$ cat config.mk
export PLATFORM = sky130hd
export DESIGN_NAME = periodic_timer_time_jump_scheduler_flat
export DESIGN_NICKNAME = d
export VERILOG_FILES = /design/src/hdl/ptj_pkg.sv /design/src/hdl/ptj_if.sv /design/src/hdl/ptj_rem.sv /design/src/hdl/periodic_timer_time_jump_scheduler.sv /design/src/flat_wrapper.sv
export SDC_FILE = /design/constraint.sdc
export NUM_CORES = 2
export LEC_CHECK = 0
export BUFFER_PORTS_ARGS = -buffer_cell sky130_fd_sc_hd__buf_2
export CAP_MARGIN = 30
export CORE_MARGIN = 5
export CORE_UTILIZATION = 50
export DETAILED_ROUTE_END_ITERATION = 8
export GPL_TIMING_DRIVEN = 1
export PLACE_DENSITY_LB_ADDON = 0.05
export SETUP_SLACK_MARGIN = 0.02
export SYNTH_ARGS = -nofsm -noshare
export SYNTH_HDL_FRONTEND = slang
export SYNTH_SLANG_ARGS = --single-unit
$ cat constraint.sdc
create_clock -name clk -period 9.9 [get_ports clk]
set_clock_uncertainty 0.1 [all_clocks]
set_input_delay 1.485 -clock clk [delete_from_list [all_inputs] [get_ports clk]]
set_output_delay 1.485 -clock clk [all_outputs]
set_load 0.02 [all_outputs]
$ cat src/hdl/ptj_pkg.sv
`timescale 1ns / 1ps

package ptj_pkg;

  localparam int TIME_W   = 64;
  localparam int NOW_W    = 63;
  localparam int PERIOD_W = 62;
  localparam int OP_W     = 3;
  localparam int CHANGE_W = 2;
  localparam int CFG_IDX_W = 2;
  localparam int CFG_DATA_W = PERIOD_W;

  typedef enum logic [OP_W-1:0] {
    OP_START       = 3'd0,
    OP_RESET       = 3'd1,
    OP_EXPIRE      = 3'd2,
    OP_PRE_JUMP    = 3'd3,
    OP_POST_JUMP   = 3'd4,
    OP_READY_CHECK = 3'd5
  } op_t;

  typedef enum logic [CHANGE_W-1:0] {
    CHG_NONE        = 2'd0,
    CHG_SIM_ACTIVE  = 2'd1,
    CHG_DEACTIVATED = 2'd2
  } change_t;

  typedef enum logic [CFG_IDX_W-1:0] {
    REG_PERIOD      = 2'd0,
    REG_EVENT_EN    = 2'd1,
    REG_SIM_AT_START = 2'd2
  } cfg_idx_t;

  typedef enum logic [2:0] {
    ST_IDLE,
    ST_EXEC,
    ST_DIV,
    ST_FIX,
    ST_DONE
  } state_t;

  typedef struct packed {
    logic busy;
    logic done;
  } rem_status_t;

endpackage

$ cat src/hdl/ptj_if.sv
`timescale 1ns / 1ps

interface ptj_in_if import ptj_pkg::*; ();
  logic                valid;
  logic                ready;
  logic [OP_W-1:0]     operation;
  logic [NOW_W-1:0]    now_time;
  logic [CHANGE_W-1:0] jump_kind;
  logic                canceled;
  logic                from_wall_timer;

  modport source (
    output valid, operation, now_time, jump_kind, canceled, from_wall_timer,
    input  ready
  );
  modport sink (
    input  valid, operation, now_time, jump_kind, canceled, from_wall_timer,
    output ready
  );
endinterface

interface ptj_out_if import ptj_pkg::*; ();
  logic                     valid;
  logic                     ready;
  logic                     run_callback;
  logic                     wake_signal;
  logic                     ready_res;
  logic signed [TIME_W-1:0] next_call_time;
  logic signed [TIME_W-1:0] last_call_time;

  modport source (
    output valid, run_callback, wake_signal, ready_res, next_call_time, last_call_time,
    input  ready
  );
  modport sink (
    input  valid, run_callback, wake_signal, ready_res, next_call_time, last_call_time,
    output ready
  );
endinterface

interface ptj_cfg_if import ptj_pkg::*; ();
  logic                  valid;
  logic                  ready;
  logic [CFG_IDX_W-1:0]  index;
  logic [CFG_DATA_W-1:0] data;

  modport source (output valid, index, data, input ready);
  modport sink (input valid, index, data, output ready);
endinterface

$ cat src/hdl/ptj_rem.sv
`timescale 1ns / 1ps

// Restoring remainder, one dividend bit per cycle.
module ptj_rem import ptj_pkg::*; (
  input  logic                clk,
  input  logic                rst,
  input  logic                start,
  input  logic [TIME_W-1:0]   dividend,
  input  logic [PERIOD_W-1:0] divisor,
  output logic [PERIOD_W-1:0] rem,
  output rem_status_t         status
);

  localparam int CNT_W = $clog2(TIME_W);

  logic [TIME_W-1:0]   dvd;
  logic [PERIOD_W-1:0] dsr;
  logic [CNT_W-1:0]    cnt;
  logic                busy;
  logic                done;

  logic [PERIOD_W:0]   shifted;
  logic [PERIOD_W+1:0] diff;

  assign shifted = {rem, dvd[TIME_W-1]};
  assign diff    = {1'b0, shifted} - {2'b00, dsr};

  always_ff @(posedge clk) begin
    if (rst) begin
      busy <= 1'b0;
      done <= 1'b0;
      cnt  <= '0;
    end else begin
      done <= 1'b0;
      if (start) begin
        busy <= 1'b1;
        cnt  <= '0;
      end else if (busy) begin
        cnt <= cnt + 1'b1;
        if (cnt == CNT_W'(TIME_W - 1)) begin
          busy <= 1'b0;
          done <= 1'b1;
        end
      end
    end
  end

  always_ff @(posedge clk) begin
    if (start) begin
      dvd <= dividend;
      dsr <= divisor;
      rem <= '0;
    end else if (busy) begin
      dvd <= {dvd[TIME_W-2:0], 1'b0};
      // no borrow: subtract fits, and the result is below the divisor
      if (!diff[PERIOD_W+1]) begin
        rem <= diff[PERIOD_W-1:0];
      end else begin
        rem <= shifted[PERIOD_W-1:0];
      end
    end
  end

  assign status.busy = busy;
  assign status.done = done;

endmodule

$ cat src/hdl/periodic_timer_time_jump_scheduler.sv
`timescale 1ns / 1ps

// Periodic timer scheduler: one item in, one result item out. An item is accepted, executed
// and delivered, and the result register lets the next item be accepted while a result
// waits. An expire that is not canceled or gated, whose next due time has fallen behind
// the current time with a nonzero period, runs the catch-up through a serial
// remainder unit that takes one dividend bit per cycle; the block then waits for the
// done flag and folds the remainder into the next due time.
// Configuration writes are taken every cycle.
module periodic_timer_time_jump_scheduler import ptj_pkg::*; (
  input  logic clk,
  input  logic rst,
  ptj_in_if.sink    items,
  ptj_out_if.source results,
  ptj_cfg_if.sink   cfg
);

  state_t state, state_next;

  // configuration
  logic [PERIOD_W-1:0] period;
  logic                event_en;
  logic                sim_at_start;

  // timer state
  logic [TIME_W-1:0] next_due;
  logic [TIME_W-1:0] last_due;
  logic [TIME_W-1:0] credit;
  logic              wall_open;

  // latched item
  logic [OP_W-1:0]     op;
  logic [NOW_W-1:0]    now_r;
  logic [CHANGE_W-1:0] change;
  logic                cancel;
  logic                from_wall;

  logic run, wake, rdy;
  logic out_valid;

  logic [TIME_W-1:0]   now64;
  logic [TIME_W-1:0]   per64;
  logic [TIME_W-1:0]   nx;
  logic                nx_behind;
  logic                expire_ok;
  logic                rem_start;
  logic [PERIOD_W-1:0] rem;
  rem_status_t         rem_st;
  logic                in_ready;
  logic                in_take;
  logic                out_free;

  assign now64     = {1'b0, now_r};
  assign per64     = {2'b00, period};
  assign nx        = next_due + per64;
  assign nx_behind = $signed(nx) < $signed(now64);
  assign expire_ok = !cancel && !(from_wall && !wall_open);
  assign out_free  = !out_valid || results.ready;
  assign in_take   = items.valid && in_ready;

  ptj_rem u_rem (
    .clk      (clk),
    .rst      (rst),
    .start    (rem_start),
    .dividend (now64 + ~nx),   // gap - 1
    .divisor  (period),
    .rem      (rem),
    .status   (rem_st)
  );

  always_ff @(posedge clk) begin
    if (rst) begin
      state <= ST_IDLE;
    end else begin
      state <= state_next;
    end
  end

  always_comb begin
    state_next = state;
    in_ready   = 1'b0;
    rem_start  = 1'b0;
    case (state)
      ST_IDLE: begin
        in_ready = 1'b1;
        if (items.valid) state_next = ST_EXEC;
      end
      ST_EXEC: begin
        if (op == OP_EXPIRE && expire_ok && nx_behind && period != '0) begin
          rem_start  = 1'b1;
          state_next = ST_DIV;
        end else begin
          state_next = ST_DONE;
        end
      end
      ST_DIV: begin
        if (rem_st.done) state_next = ST_FIX;
      end
      ST_FIX: begin
        state_next = ST_DONE;
      end
      ST_DONE: begin
        if (out_free) state_next = ST_IDLE;
      end
      default: begin
        state_next = ST_IDLE;
      end
    endcase
  end

  assign items.ready = in_ready;
  assign cfg.ready   = 1'b1;

  always_ff @(posedge clk) begin
    if (rst) begin
      period       <= '0;
      event_en     <= 1'b0;
      sim_at_start <= 1'b0;
    end else if (cfg.valid) begin
      case (cfg.index)
        REG_PERIOD:       period       <= cfg.data;
        REG_EVENT_EN:     event_en     <= cfg.data[0];
        REG_SIM_AT_START: sim_at_start <= cfg.data[0];
        default: ;
      endcase
    end
  end

  always_ff @(posedge clk) begin
    if (in_take) begin
      op        <= items.operation;
      now_r     <= items.now_time;
      change    <= items.jump_kind;
      cancel    <= items.canceled;
      from_wall <= items.from_wall_timer;
    end
  end

  always_ff @(posedge clk) begin
    if (rst) begin
      next_due  <= '0;
      last_due  <= '0;
      credit    <= '0;
      wall_open <= 1'b1;
      run       <= 1'b0;
      wake      <= 1'b0;
      rdy       <= 1'b0;
    end else begin
      if (in_take) begin
        run  <= 1'b0;
        wake <= 1'b0;
        rdy  <= 1'b0;
      end
      if (state == ST_EXEC) begin
        case (op)
          OP_START: begin
            last_due  <= now64;
            next_due  <= now64 + per64;
            credit    <= '0;
            wall_open <= !sim_at_start;
          end
          OP_RESET: begin
            next_due <= now64 + per64;
          end
          OP_EXPIRE: begin
            if (expire_ok) begin
              run      <= 1'b1;
              last_due <= now64;
              if (!nx_behind) begin
                next_due <= nx;
              end else if (period == '0) begin
                next_due <= now64;
              end
            end
          end
          OP_PRE_JUMP: begin
            if (now_r != '0) credit <= next_due - now64;
          end
          OP_POST_JUMP: begin
            if (change == CHG_SIM_ACTIVE) begin
              wall_open <= 1'b0;
              if (now_r != '0) begin
                credit <= '0;
                if (credit != '0) begin
                  next_due <= now64 - credit + per64;
                  last_due <= now64 - credit;
                end
              end
            end else if (change == CHG_NONE) begin
              if (!($signed(now64) < $signed(next_due))) begin
                wake <= event_en && !cancel;
              end else if ($signed(now64) < $signed(last_due)) begin
                next_due <= now64 + per64;
                last_due <= now64;
              end
            end
          end
          OP_READY_CHECK: begin
            rdy <= !($signed(now64) < $signed(next_due));
          end
          default: ;
        endcase
      end
      // caught up: now - 1 - rem + period
      if (state == ST_FIX) begin
        next_due <= now64 + per64 + ~{2'b00, rem};
      end
    end
  end

  always_ff @(posedge clk) begin
    if (rst) begin
      out_valid <= 1'b0;
    end else if (state == ST_DONE && out_free) begin
      out_valid <= 1'b1;
    end else if (results.ready) begin
      out_valid <= 1'b0;
    end
  end

  always_ff @(posedge clk) begin
    if (state == ST_DONE && out_free) begin
      results.run_callback   <= run;
      results.wake_signal    <= wake;
      results.ready_res      <= rdy;
      results.next_call_time <= next_due;
      results.last_call_time <= last_due;
    end
  end

  assign results.valid = out_valid;

endmodule

$ cat src/flat_wrapper.sv
// flat-port wrapper written by rule: the top's interface ports become plain ports
module periodic_timer_time_jump_scheduler_flat import ptj_pkg::*;
  (clk, rst, items_valid, items_operation, items_now_time, items_jump_kind, items_canceled, items_from_wall_timer, items_ready, results_valid, results_run_callback, results_wake_signal, results_ready_res, results_next_call_time, results_last_call_time, results_ready, cfg_valid, cfg_index, cfg_data, cfg_ready);
  ptj_in_if items_i ();
  ptj_out_if results_i ();
  ptj_cfg_if cfg_i ();
  input  logic clk;
  input  logic rst;
  input wire logic [$bits(items_i.valid)-1:0] items_valid;
  input wire logic [$bits(items_i.operation)-1:0] items_operation;
  input wire logic [$bits(items_i.now_time)-1:0] items_now_time;
  input wire logic [$bits(items_i.jump_kind)-1:0] items_jump_kind;
  input wire logic [$bits(items_i.canceled)-1:0] items_canceled;
  input wire logic [$bits(items_i.from_wall_timer)-1:0] items_from_wall_timer;
  output wire logic [$bits(items_i.ready)-1:0] items_ready;
  output wire logic [$bits(results_i.valid)-1:0] results_valid;
  output wire logic [$bits(results_i.run_callback)-1:0] results_run_callback;
  output wire logic [$bits(results_i.wake_signal)-1:0] results_wake_signal;
  output wire logic [$bits(results_i.ready_res)-1:0] results_ready_res;
  output wire logic [$bits(results_i.next_call_time)-1:0] results_next_call_time;
  output wire logic [$bits(results_i.last_call_time)-1:0] results_last_call_time;
  input wire logic [$bits(results_i.ready)-1:0] results_ready;
  input wire logic [$bits(cfg_i.valid)-1:0] cfg_valid;
  input wire logic [$bits(cfg_i.index)-1:0] cfg_index;
  input wire logic [$bits(cfg_i.data)-1:0] cfg_data;
  output wire logic [$bits(cfg_i.ready)-1:0] cfg_ready;
  assign items_i.valid = items_valid;
  assign items_i.operation = items_operation;
  assign items_i.now_time = items_now_time;
  assign items_i.jump_kind = items_jump_kind;
  assign items_i.canceled = items_canceled;
  assign items_i.from_wall_timer = items_from_wall_timer;
  assign items_ready = items_i.ready;
  assign results_valid = results_i.valid;
  assign results_run_callback = results_i.run_callback;
  assign results_wake_signal = results_i.wake_signal;
  assign results_ready_res = results_i.ready_res;
  assign results_next_call_time = results_i.next_call_time;
  assign results_last_call_time = results_i.last_call_time;
  assign results_i.ready = results_ready;
  assign cfg_i.valid = cfg_valid;
  assign cfg_i.index = cfg_index;
  assign cfg_i.data = cfg_data;
  assign cfg_ready = cfg_i.ready;
  periodic_timer_time_jump_scheduler u_core (.clk(clk), .rst(rst), .items(items_i), .results(results_i), .cfg(cfg_i));
endmodule
Word level (Yosys, flattened, before mapping). Index checks and enable logic that the tools add are counted. Widths: inputs -> output; s select.

Bits in read-only memories: 0. Word-level logic and storage cells: 172. Flip-flop bits (word level): 661. Memory bits (writable): 0. Output and inout port bits: 134. Bits in latches: 0. Input bits: 139. Memories kept: 0.

Multiplexer cells: 56. $lt $le $gt $ge: 3. Divide/modulo/power cells: 0. Reduce and logical (&&, ||, !) cells: 41. Add/sub/neg operators: 9. Multiply operators: 0. Bitwise gates (word level): 3. Equality and inequality tests: 32. Shift-type cells: 0.

Operator list (number): $mux 64 (23); $pmux 64 s3 (3); $lt 64x64->1 (3); $add 64x62->64 (2); $add 63x62->64 (1); $add 63x64->64 (1); $add 64x64->64 (1); $not 62->64 (1); $not 64->64 (1); $reduce_bool 64->1 (1); $sub 63x62->64 (1); $sub 63x64->64 (1); $sub 64x63->64 (1); $reduce_bool 63->1 (1); $logic_not 62->1 (1); $mux 62 (1); $reduce_bool 62->1 (1); $mux 1 (23); $pmux 3 s5 (1); $eq 3x2->1 const B (4); $mux 3 (4); $ne 4x1->1 const B (3); $ne 2x1->1 const B (5); $eq 3x3->1 const B (3); other kinds (28) (57).

Depth between registers and ports, before layout.
Word-level depth: 10. Mapped depth: 38. Depth with buffers taken out: 36.

Cells and area by module. Synthesis repeated with hierarchy kept, for this count alone.

Cells, all modules: 7516. Area total of the unflattened synthesis: 60235.3 sq um.

By module, submodules not included: periodic_timer_time_jump_scheduler (instances 1, area an instance 48262.5 sq um, seq. area each 11320.9 sq um, cells each 6286); ptj_rem (instances 1, area an instance 11972.7 sq um, seq. area each 5185.0 sq um, cells each 1230).

Worst setup path after synthesis. Ideal clock, no wire load.

Kind: reg2reg. Start: register u_core.period[0]. End: register u_core.u_rem.dvd[58] (data pin). Period minus slack after synthesis: 7837 ps. Arrival: 7377 ps. Path slack: 2063 ps. Library setup time: 360 ps. Stages on the path, launching flop included: 34. Required time: 9440 ps. Path buffers: 2. Cells stage by stage: dfxtp_1 ha_1 inv_1 fa_1 nor2b_1 o311ai_1 a21boi_1 a31oi_1 o31a_1 o21a_1 o21ai_0 a211oi_1 o21ai_0 xnor2_1 inv_1 ha_1 nor2b_1 o21ai_0 nand2b_1 a21oi_1 nor2_1 o21ai_0 nand2b_1 a21oi_1 o211ai_1 a211oi_1 ha_1 nand2_1 nor2_1 nand3_1 clkbuf_1 inv_2 buf_1 a21oi_1.

Longest elaborated chain between the ends: 7. Elaborated cells between the ends (all ways): 10. Those cells by class: 2 x add/sub; 1 x order compare; 3 x mux; 1 x bitwise; 3 x reduce/logical.

Ends and longest elaborated chain: start, declared (line periodic_timer_time_jump_scheduler.sv:21) `logic [PERIOD_W-1:0] period;`; start signal, assigned (line periodic_timer_time_jump_scheduler.sv:121) `REG_PERIOD: period <= cfg.data;`; $add 64x62->64 (line periodic_timer_time_jump_scheduler.sv:55) `assign nx = next_due + per64;`; $lt 64x64->1 (line periodic_timer_time_jump_scheduler.sv:56) `assign nx_behind = $signed(nx) < $signed(now64);`; $logic_and 1x1->1 (line periodic_timer_time_jump_scheduler.sv:89) `if (op == OP_EXPIRE && expire_ok && nx_behind && period != '0) begin`; $logic_and 1x1->1 * (line periodic_timer_time_jump_scheduler.sv:89); $mux 1 * (line periodic_timer_time_jump_scheduler.sv:89); $mux 1 * (line periodic_timer_time_jump_scheduler.sv:83) `case (state)`; net u_core.rem_start (line periodic_timer_time_jump_scheduler.sv:46) `logic rem_start;`; $mux 64 * (line ptj_rem.sv:49) `if (start) begin`; end signal, assigned (line ptj_rem.sv:50) `dvd <= dividend;`; end signal, assigned (line ptj_rem.sv:54) `dvd <= {dvd[TIME_W-2:0], 1'b0};`; end, declared (line ptj_rem.sv:16) `logic [TIME_W-1:0] dvd;`.

The timed path passes the listed nets; every way through them passes the cells marked *. A chain may end at the register's enable or synchronous reset.

Worst setup path after layout.
Start: register u_core.next_due[0]. End: register u_core.next_due[59].

Longest elaborated chain between the ends: 7. Elaborated cells between the ends (all ways): 11. Those cells by class: 1 x add/sub; 2 x order compare; 2 x eq/ne; 5 x mux; 1 x reduce/logical.

Ends and longest elaborated chain: start, declared (line periodic_timer_time_jump_scheduler.sv:26) `logic [TIME_W-1:0] next_due;`; start signal, assigned (line periodic_timer_time_jump_scheduler.sv:158) `next_due <= now64 + per64;`; start signal, assigned (line periodic_timer_time_jump_scheduler.sv:163) `next_due <= now64 + per64;`; start signal, assigned (line periodic_timer_time_jump_scheduler.sv:170) `next_due <= nx;`; $add 64x62->64 (line periodic_timer_time_jump_scheduler.sv:55); $lt 64x64->1 (line periodic_timer_time_jump_scheduler.sv:56); $mux 64 (line periodic_timer_time_jump_scheduler.sv:169) `if (!nx_behind) begin`; $mux 64 (line periodic_timer_time_jump_scheduler.sv:166) `if (expire_ok) begin`; $pmux 64 s3 (line periodic_timer_time_jump_scheduler.sv:155) `case (op)`; $mux 64 (line periodic_timer_time_jump_scheduler.sv:154) `if (state == ST_EXEC) begin`; $mux 64 (line periodic_timer_time_jump_scheduler.sv:205) `if (state == ST_FIX) begin`.

Several ways; a longest one is shown, not always the timed one. The select of a mux whose other input is x is not followed.

==> impl_metrics.py <==
metrics = {
    "floorplan": {
        "fp.dieArea_um2": 124000,
        "chipHeight_um": 352,
        "core_um2": 116000,
        "io_pins": 273,
        "start_util_pct": 50.3,
        "die_w_um": 352,
        "placementRows": 125,
    },
    "yosys": {
        "syn_area_um2": 58400,
        "synthXorXnorAreaFrac_pct": 6.89,
        "async_flop_share_pct": 0,
        "synth_mux_area_share_pct": 0.534,
        "avgSynthCellArea_um2": 8.03,
        "synth_flop_cell": "dfxtp_1",
        "syn-num-nets": 8103,
        "yosysWarnings": 0,
        "synth_top_family_by_area": "compound AO/OA/AOI/OAI gates",
        "ys_types": 102,
        "synth_cells": 7268,
        "synth.largest_area_cell": "edfxtp_1",
        "synthAdderAreaFrac_pct": 15.0,
        "synthSimpleGateAreaFrac_pct": 16.6,
        "synth.area.top_cells": "edfxtp_1 17%, ha_1 15%, dfxtp_1 11%, a21oi_1 6.5%, nand2_1 5.0%",
        "ys_seq_area_share_pct": 28.3,
        "synth-seq-cells": 661,
        "synth-compound-area-share_pct": 26.7,
        "yosysTopAreaCellShare_pct": 16.8,
        "synth_edf_count": 327,
    },
    "global_route": {
        "overflow": 0,
        "grt_max_degree": 132,
        "grt_use_total_pct": 35.7,
        "grt_pass1_vias": 52000,
        "antenna_found_initial": 2,
        "grt_pass1_wl_mm": 333,
    },
    "flow_run": {
        "drv_cap": 0,
    },
    "cts": {
        "clock_latency_ps": 710,
        "cts-resized-gates": 0,
        "cts.sinks": 661,
        "cts_tree": "built",
        "cts_buffers": 83,
        "cts_max_level": 3,
        "cts_hold_buf": 0,
        "clk_pin_slew_ps": 60,
        "cts.path.max_buffers": 3,
        "root_buffer": "clkbuf_16",
        "post_cts_buffers": 0,
    },
    "route": {
        "drc_errors": 0,
        "dr_wl_met2_mm": 87.5,
        "num_vias": 56800,
        "m1WireLength_mm": 106,
        "first_pass_iters": 6,
        "wl_per_cell_um": 25.5,
        "totalWireLength_mm": 230,
        "drtAntennaViolNets": 0,
        "avgViaCountPerCell": 6.30,
        "drt_iter0_markers": 6981,
        "wl_met3_mm": 29.0,
        "top_layer_used": "met5",
    },
    "critical_path": {
        "crit_start": "u_core.next_due[0]$_SDFFE_PP0P_",
        "cp.required_ps": 10330,
        "critPathKind": "reg2reg",
        "max_stage_delay_ps": 770,
        "r2r-start": "u_core.next_due[0]$_SDFFE_PP0P_",
        "worstPathMaxFanout": 42,
        "r2r_end": "u_core.next_due[59]$_SDFFE_PP0P_",
        "r2r_slack_ps": 1000,
        "end_kind": "flip-flop",
        "cp.arrival_ps": 9330,
        "reg2reg_depth": 29,
        "cp_slowest_cell": "nor4bb_1",
        "start_kind": "flip-flop",
    },
    "hold_path": {
        "holdPathEnd": "u_core.results.ready_res$_DFFE_PP_",
        "min_path_cells": 0,
        "hold_path_class": "reg2reg",
        "worstHoldStart": "u_core.rdy$_SDFF_PP0_",
    },
    "finish": {
        "design_area_um2": 64400,
        "area_delta_synth_final_pct": 10.3,
        "finalNonFillerCells": 9023,
        "nets": 8262,
        "final_layout_size_suffix_gt1_share_pct": 8.72,
    },
    "placed_design": {
        "dpl-instance-area_um2": 61600,
        "gp_congestion": 1.02,
        "dp.cells": 8864,
        "portBuffers": 271,
        "dp_hpwl_mm": 182,
    },
    "sta": {
        "min_period_ps": 8900,
        "fin_crit_sh_pct": 89.9,
        "setup_viol": 0,
        "maxSlewViolCount": 0,
        "worst_slew_margin_rel_pct": 22.6,
        "tns_ps": 0,
        "timing.fmax_mhz": 112,
        "hold_viol": 0,
        "worst_slew_pin_slew_ps": 1160,
        "rsz0062_at_grt": "no",
    },
    "power": {
        "powerDensity_nw_per_um2": 193,
        "peakVddDrop_v": 0.000163,
        "p_leak_nw": 27.9,
    },
    "run_status": {
        "status": "complete, no violations",
    },
}
## kinds of logic after synthesis
group,count (synthesis)
simple gates,2080
compound gates,2420
buf+inv,920
mux,31
xor+xnor,459
flops,661
fa+ha+maj,696
other cells,1
## layer usage
metal  vias to the layer above  global-route usage [%]
met5                         -                       0
met4                         2                    10.1
met3                       297                    10.1
met2                      2843                    48.4
met1                     27000                    54.6
li1                      26700                       -
## power breakdown
| group | switching, mW | internal [mW] | leakage, nW |
|---|---|---|---|
| registers | 0.266 | 3.09 | 5.84 |
| logic | 3.74 | 2.16 | 20.7 |
| clock network | 1.37 | 1.78 | 1.35 |
## how the worst max path moves through the flow
stage | to | cells after the start | slack [ps]
finish | u_core.next_due[59]$_SDFFE_PP0P_ | 29 | 1000
global route | u_core.next_due[59]$_SDFFE_PP0P_ | 34 | 500
CTS | u_core.next_due[59]$_SDFFE_PP0P_ | 35 | 1150
detailed placement | u_core.next_due[59]$_SDFFE_PP0P_ | 35 | 1190
global placement | u_core.next_due[59]$_SDFFE_PP0P_ | 31 | 1400
floorplan | u_core.u_rem.dvd[58]$_DFFE_PP_ | 33 | 2060
## synthesized netlist by cell type, drive strengths merged, types with 107 or more instances
cell,count
a21o,333
a21oi,763
clkbuf,300
dfxtp,334
edfxtp,327
ha,688
inv,579
nand2,772
nand3,126
nand4,117
nor2,500
nor3,107
o21ai,496
xnor2,263
xor2,196
## stage by stage
step                worst slack, ps  hold slack [ps]  utilization (%)  power, mW
global placement               1400              313             53.0       9.05
detailed placement             1190              318             53.1       9.07
CTS                            1150              332             55.5       12.3
global route                    500              363             55.5       13.1
finish                         1000              331             55.5       12.4
floorplan                      2060              300                -       7.45
## flip-flops by register name (all words and copies together) (netlist names), 2 cells and up
name,cells
u_core.results.last_call_time,64
u_core.change,2
u_core.u_rem.cnt,6
u_core.period,62
u_core.u_rem.dsr,62
u_core.now_r,63
u_core.state,3
u_core.next_due,64
u_core.results.next_call_time,64
u_core.u_rem.rem,62
u_core.credit,64
u_core.op,3
u_core.u_rem.dvd,64
u_core.last_due,64
## cells in the final DEF (no fill, tap or decap), types with 55 or more instances in the layout
cell	synthesis	routed
nor3_1	107	106
xor2_1	196	196
nand4_1	117	117
nor4_1	75	73
a21oi_1	762	761
xnor2_1	263	263
ha_1	688	687
nand3_1	126	124
inv_1	578	577
a311oi_1	77	77
a211oi_1	77	77
a21o_1	333	333
and3_1	66	64
edfxtp_1	327	327
clkbuf_16	0	84
nor2_1	498	494
o21ai_0	476	476
buf_4	2	133
nand2b_1	81	80
a31oi_1	71	71
o21bai_1	79	79
o211ai_1	55	55
nand2_1	771	771
buf_2	18	273
nor2b_1	80	80
dfxtp_1	334	333
## layout make-up
cell class | count | area (um2)
Sequential cell | 661 | 16500
Inverter | 579 | 2180
Tap cell | 1524 | 1910
Clock inverter | 49 | 537
Fill cell | 11000 | 51600
Clock buffer | 107 | 2240
Antenna cell | 1 | 2.50
Multi-Input combinational cell | 5687 | 38500
Timing Repair Buffer | 415 | 2540
## critical path, delay by kind of cell, from the launching register on
family / cells / cell delay (ps)
buf+inv: 2 / 480
compound gates: 15 / 3980
fa+ha+maj: 4 / 1440
simple gates: 7 / 1880
flops: 1 / 500
xor+xnor: 1 / 340
No activity file was read; power rests on OpenSTA's default activity.
